### src/hdl/pfst_pkg.sv
// ----------------------------------------------------------------------------
// pfst_pkg: shared types and codes of the Pauli frame sign tracker.
// Holds the term layout, the result status codes, the function codes and the
// command and status groups that link the controller to the datapath.
// ----------------------------------------------------------------------------
package pfst_pkg;

  localparam int QubitW = 64;
  localparam int CondW  = 7;
  localparam int StatW  = 2;

  // Function codes of an input item.
  localparam logic FuncAdd   = 1'b0;
  localparam logic FuncQuery = 1'b1;

  // Result status codes.
  localparam logic [StatW-1:0] StatusOk      = 2'd0;
  localparam logic [StatW-1:0] StatusFull    = 2'd1;
  localparam logic [StatW-1:0] StatusBadCond = 2'd2;

  // Configuration register indexes.
  localparam logic RegQubitCount = 1'b0;

  // One stored term.
  typedef struct packed {
    logic [QubitW-1:0] x;
    logic [QubitW-1:0] z;
    logic [CondW-1:0]  cond;
  } term_t;

  // Commands from the controller to the datapath.
  typedef struct packed {
    logic capture;     // latch the accepted item and clear the scan state
    logic add_exec;    // decide the add status, store the term, emit result
    logic scan_step;   // read the next term and advance the scan index
    logic walk_step;   // shift the sign set by one id, emit if the bit is set
    logic emit_empty;  // emit the single empty-set result
  } cmd_t;

  // Status from the datapath to the controller.
  typedef struct packed {
    logic scan_end;    // every stored term has been read
    logic rd_pend;     // a read is still on its way into the sign set
    logic set_zero;    // the sign set is empty
    logic bit0;        // the lowest remaining id is in the set
    logic last_bit;    // the lowest remaining id is the final one
    logic out_free;    // the result register can take a new result
  } sts_t;

endpackage

### src/hdl/pfst_ctrl.sv
// ----------------------------------------------------------------------------
// pfst_ctrl: sequencing state machine of the sign tracker.
// Takes one item at a time and steps the datapath through the add, the
// term scan and the walk over the sign set.
// ----------------------------------------------------------------------------
module pfst_ctrl (
  input  logic           clk,
  input  logic           rst_n,
  input  logic           in_valid,
  input  logic           in_func,
  output logic           in_ready,
  output pfst_pkg::cmd_t cmd,
  input  pfst_pkg::sts_t sts
);

  localparam logic [2:0] StIdle  = 3'd0;
  localparam logic [2:0] StAdd   = 3'd1;
  localparam logic [2:0] StScan  = 3'd2;
  localparam logic [2:0] StEmpty = 3'd3;
  localparam logic [2:0] StWalk  = 3'd4;

  logic [2:0] state_r, state_nxt;

  assign in_ready = (state_r == StIdle);

  always_comb begin
    state_nxt = state_r;
    cmd       = '0;
    unique case (state_r)
      StIdle: begin
        if (in_valid) begin
          cmd.capture = 1'b1;
          state_nxt   = (in_func == pfst_pkg::FuncQuery) ? StScan : StAdd;
        end
      end
      StAdd: begin
        if (sts.out_free) begin
          cmd.add_exec = 1'b1;
          state_nxt    = StIdle;
        end
      end
      StScan: begin
        if (!sts.scan_end) begin
          cmd.scan_step = 1'b1;
        end else if (!sts.rd_pend) begin
          state_nxt = sts.set_zero ? StEmpty : StWalk;
        end
      end
      StEmpty: begin
        if (sts.out_free) begin
          cmd.emit_empty = 1'b1;
          state_nxt      = StIdle;
        end
      end
      StWalk: begin
        if (!sts.bit0) begin
          cmd.walk_step = 1'b1;
        end else if (sts.out_free) begin
          cmd.walk_step = 1'b1;
          if (sts.last_bit) begin
            state_nxt = StIdle;
          end
        end
      end
      default: begin
        state_nxt = StIdle;
      end
    endcase
  end

  always_ff @(posedge clk) begin
    if (!rst_n) begin
      state_r <= StIdle;
    end else begin
      state_r <= state_nxt;
    end
  end

endmodule

### config.mk
export PLATFORM = sky130hd
export DESIGN_NAME = pfst_ctrl
export DESIGN_NICKNAME = d
export VERILOG_FILES = /design/src/hdl/pfst_pkg.sv /design/src/hdl/pfst_ctrl.sv
export SDC_FILE = /design/constraint.sdc
export NUM_CORES = 1
export LEC_CHECK = 0
export ABC_CLOCK_PERIOD_IN_PS = 2900
export BUFFER_PORTS_ARGS = -buffer_cell sky130_fd_sc_hd__buf_2
export CORE_AREA = 4 4 41 43
export CTS_CLUSTER_DIAMETER = 120
export DETAILED_ROUTE_END_ITERATION = 8
export DIE_AREA = 0 0 45 47
export SYNTH_ARGS = -nofsm -noshare
export SYNTH_HDL_FRONTEND = slang
export SYNTH_SLANG_ARGS = --single-unit
### constraint.sdc
create_clock -name clk -period 2.9 [get_ports clk]
set_input_delay 0.435 -clock clk [delete_from_list [all_inputs] [get_ports clk]]
set_output_delay 0.435 -clock clk [all_outputs]
set_load 0.05 [all_outputs]
==> summary.md <==
| Metric | Value |
|---|---|
| Cell Area, Synth | 236.5 µm² |
| Most flops, register | state_r |
| Number of global-route vias before repair | 277 |
| Ports | 16 |
| Detailed-route wire length | 644 µm |
| Synthesized instance count | 29 |
| Post-Synthesis Mean Instance Area | 8.154 µm² |
| Routed Antenna Nets | 0 |
| CTS Hold Bufs | 0 |
| Placed inst area | 325.3 µm² |
| Min-delay worst type | in -> reg |
| Pwr dens | 777.4 mW/mm² |
| Vias | 277 |
| Final net count | 58 |
| Clock skew | 0.0009838 ns |
| Final Wtd Congestion | 0.6013 |
| Design area | 351.6 µm² |
| Drc violations | 0 |
| Critical path fanouts, max | 6 |
| Crit path arrival time | 1.34 ns |
| Initial DRC Count | 1 |
| RSZ-0062 raised after global routing | no |
| Post-Syn Nets | 39 |
| Status | finished clean |
| HPWL Detailed | 511.4 µm |
| Sequential share of the synthesized area | 0.2540 |
| CP Class | reg -> out |
| Root Buffer | clkbuf_4 |
| Setup TNS | 0 ns |
| Startpoint Class | register |
| Port bufs | 15 |
| Core box area | 0.001301 mm² |
| Final worst path period share | 0.6121 |
| Post_cts resized | 0 |
| Worst VDD drop | 309.6 µV |
| Worst-margin pin slew | 0.2987 ns |
| Initial antenna violation count | 0 |
| FP Rows | 13 |
| Yosys reg bits | 3 |
| # diodes | 0 |
| First-pass GRT wire length | 1131 µm |
| Reg2Reg Setup Slack | 1.86 ns |
| Clock Pin Slew Worst Setup and Hold Paths | 0.04 ns |
| Area Growth Syn to Fin | 48.68% |
| Req. time, crit path | 2.47 ns |
| Synth unique cells | 22 |
| Largest net degree at the start of global routing | 11 |
| Die ar. | 0.002115 mm² |
| CTS tree | built |
| Grt ovf | 0 |
| Clock Latency Late Sink | 0.23 ns |
| Largest registers | state_r x3 |
| Slew Limit Headroom | 0.8006 |
| Final hold vios | 0 |
| Leak | 0.1716 nW |
| Max-Cap Viols | 0 |
| WL/cell | 10.39 µm |
| CTS Buf Count | 3 |
| Die span in x | 45 µm |
| Yosys Warn Count | 0 |
| Max-slew violations | 0 |
| # clock sinks | 3 |
| Share of cells above drive strength 1 | 0.4681 |
| Clock buffer depth | 2 |
| Die H | 47 µm |
| Initial Utilization | 0.1817 |
| # Post-CTS Setup Buffers | 0 |
| Drt pass-1 iters | 2 |
| Maximum clock rate | 563.3 MHz |
| Crit end category | output port |
| H-tree Lvls | 1 |
| Final setup fails | 0 |
| Avg Vias per Cell | 4.468 |
| GRT Resource Usage Total | 0.07886 |
| Max FFs per register | 3 |
| Final min period | 1.775 ns |
[cell usage after synthesis]
master / number / area share
dfxtp_1: 3 / 0.25
nand2_1: 2 / 0.032
inv_1: 1 / 0.016
nor4b_2: 1 / 0.063
buf_2: 1 / 0.021
nor3_1: 1 / 0.021
a22oi_1: 1 / 0.032
nor2b_1: 1 / 0.026
and2_1: 1 / 0.026
nor3b_2: 2 / 0.11
nand3b_1: 1 / 0.032
nand3_1: 1 / 0.021
and4b_1: 1 / 0.042
o21ai_1: 2 / 0.042
nor2_1: 2 / 0.032
and2b_1: 1 / 0.032
a31oi_1: 2 / 0.053
nand2b_1: 1 / 0.026
nor4b_1: 1 / 0.037
nor3b_1: 1 / 0.032
o21ai_0: 1 / 0.021
and3_2: 1 / 0.032
[metal layers]
layer | share of wire | up-vias | global-route usage
li1 | - | 143 | -
met1 | 0.43 | 123 | 0.08597
met2 | 0.46 | 11 | 0.1073
met3 | 0.11 | 0 | 0.02299
met4 | 0 | 0 | 0.1053
met5 | 0 | - | 0
[cells by family (layout without fill, tap and decap cells)]
kind of cell           Yosys count  in the layout  synth area share
buffers and inverters            2             20           0.03700
AO/OA/AOI/OAI                    6              6            0.1481
AND/OR/NAND/NOR                 18             18            0.5609
flip-flops                       3              3            0.2540
[worst max-delay path: stages (launching register included)]
cell,delay (ns)
dfxtp_1,0.45
nor2b_1,0.21
o21ai_0,0.10
nor2_1,0.08
buf_2,0.26
[layout make-up]
class                           count  area (µm²)
Fill cell                         164       949.7
Multi-Input combinational cell     24       167.7
Timing Repair Buffer               15       75.07
Sequential cell                     3       60.06
Clock buffer                        4       26.28
Tap cell                           15       18.77
Inverter                            1       3.754
[worst paths after layout]
| kind | start | to | depth (start not counted) |
|---|---|---|---|
| worst max register to register | state_r[2]$_SDFFE_PN0P_ | state_r[1]$_SDFFE_PN0P_ | 3 |
| worst min-delay path | rst_n | state_r[2]$_SDFFE_PN0P_ | 2 |
| worst max-delay path | state_r[2]$_SDFFE_PN0P_ | cmd[1] | 4 |
| worst min register to register | state_r[0]$_SDFFE_PN0P_ | state_r[2]$_SDFFE_PN0P_ | 1 |
[cell usage in the layout (no fill, tap or decap), types with 2 or more instances in the layout]
cell / n
nor2_1: 2
clkbuf_4: 3
dfxtp_1: 3
nor3b_2: 2
a31oi_1: 2
o21ai_1: 2
buf_2: 15
nand2_1: 2
[report_power, final]
part | internal, mW | leakage, nW | total (mW) | switching, mW
clock network | 0.0516 | 0.0150 | 0.0739 | 0.0223
registers | 0.0514 | 0.0247 | 0.0729 | 0.0215
logic | 0.0382 | 0.132 | 0.127 | 0.0884
total | 0.141 | 0.172 | 0.273 | 0.132
[per-stage QoR]
stage	total power, mW	setup slack, ns	hold WS (ns)	instances	utilization
after global routing	0.2969	0.9814	0.4601	62	0.2702
after detailed placement	0.2006	1.370	0.5667	58	0.2500
final	0.2733	1.125	0.4777	62	0.2702
after CTS	0.2782	1.115	0.4660	62	0.2702
after floorplan	0.1705	0.3385	0.5067	29	-
after global placement	0.1998	1.384	0.5612	58	0.2500
Note: power is estimated with default switching activity, not from simulation.
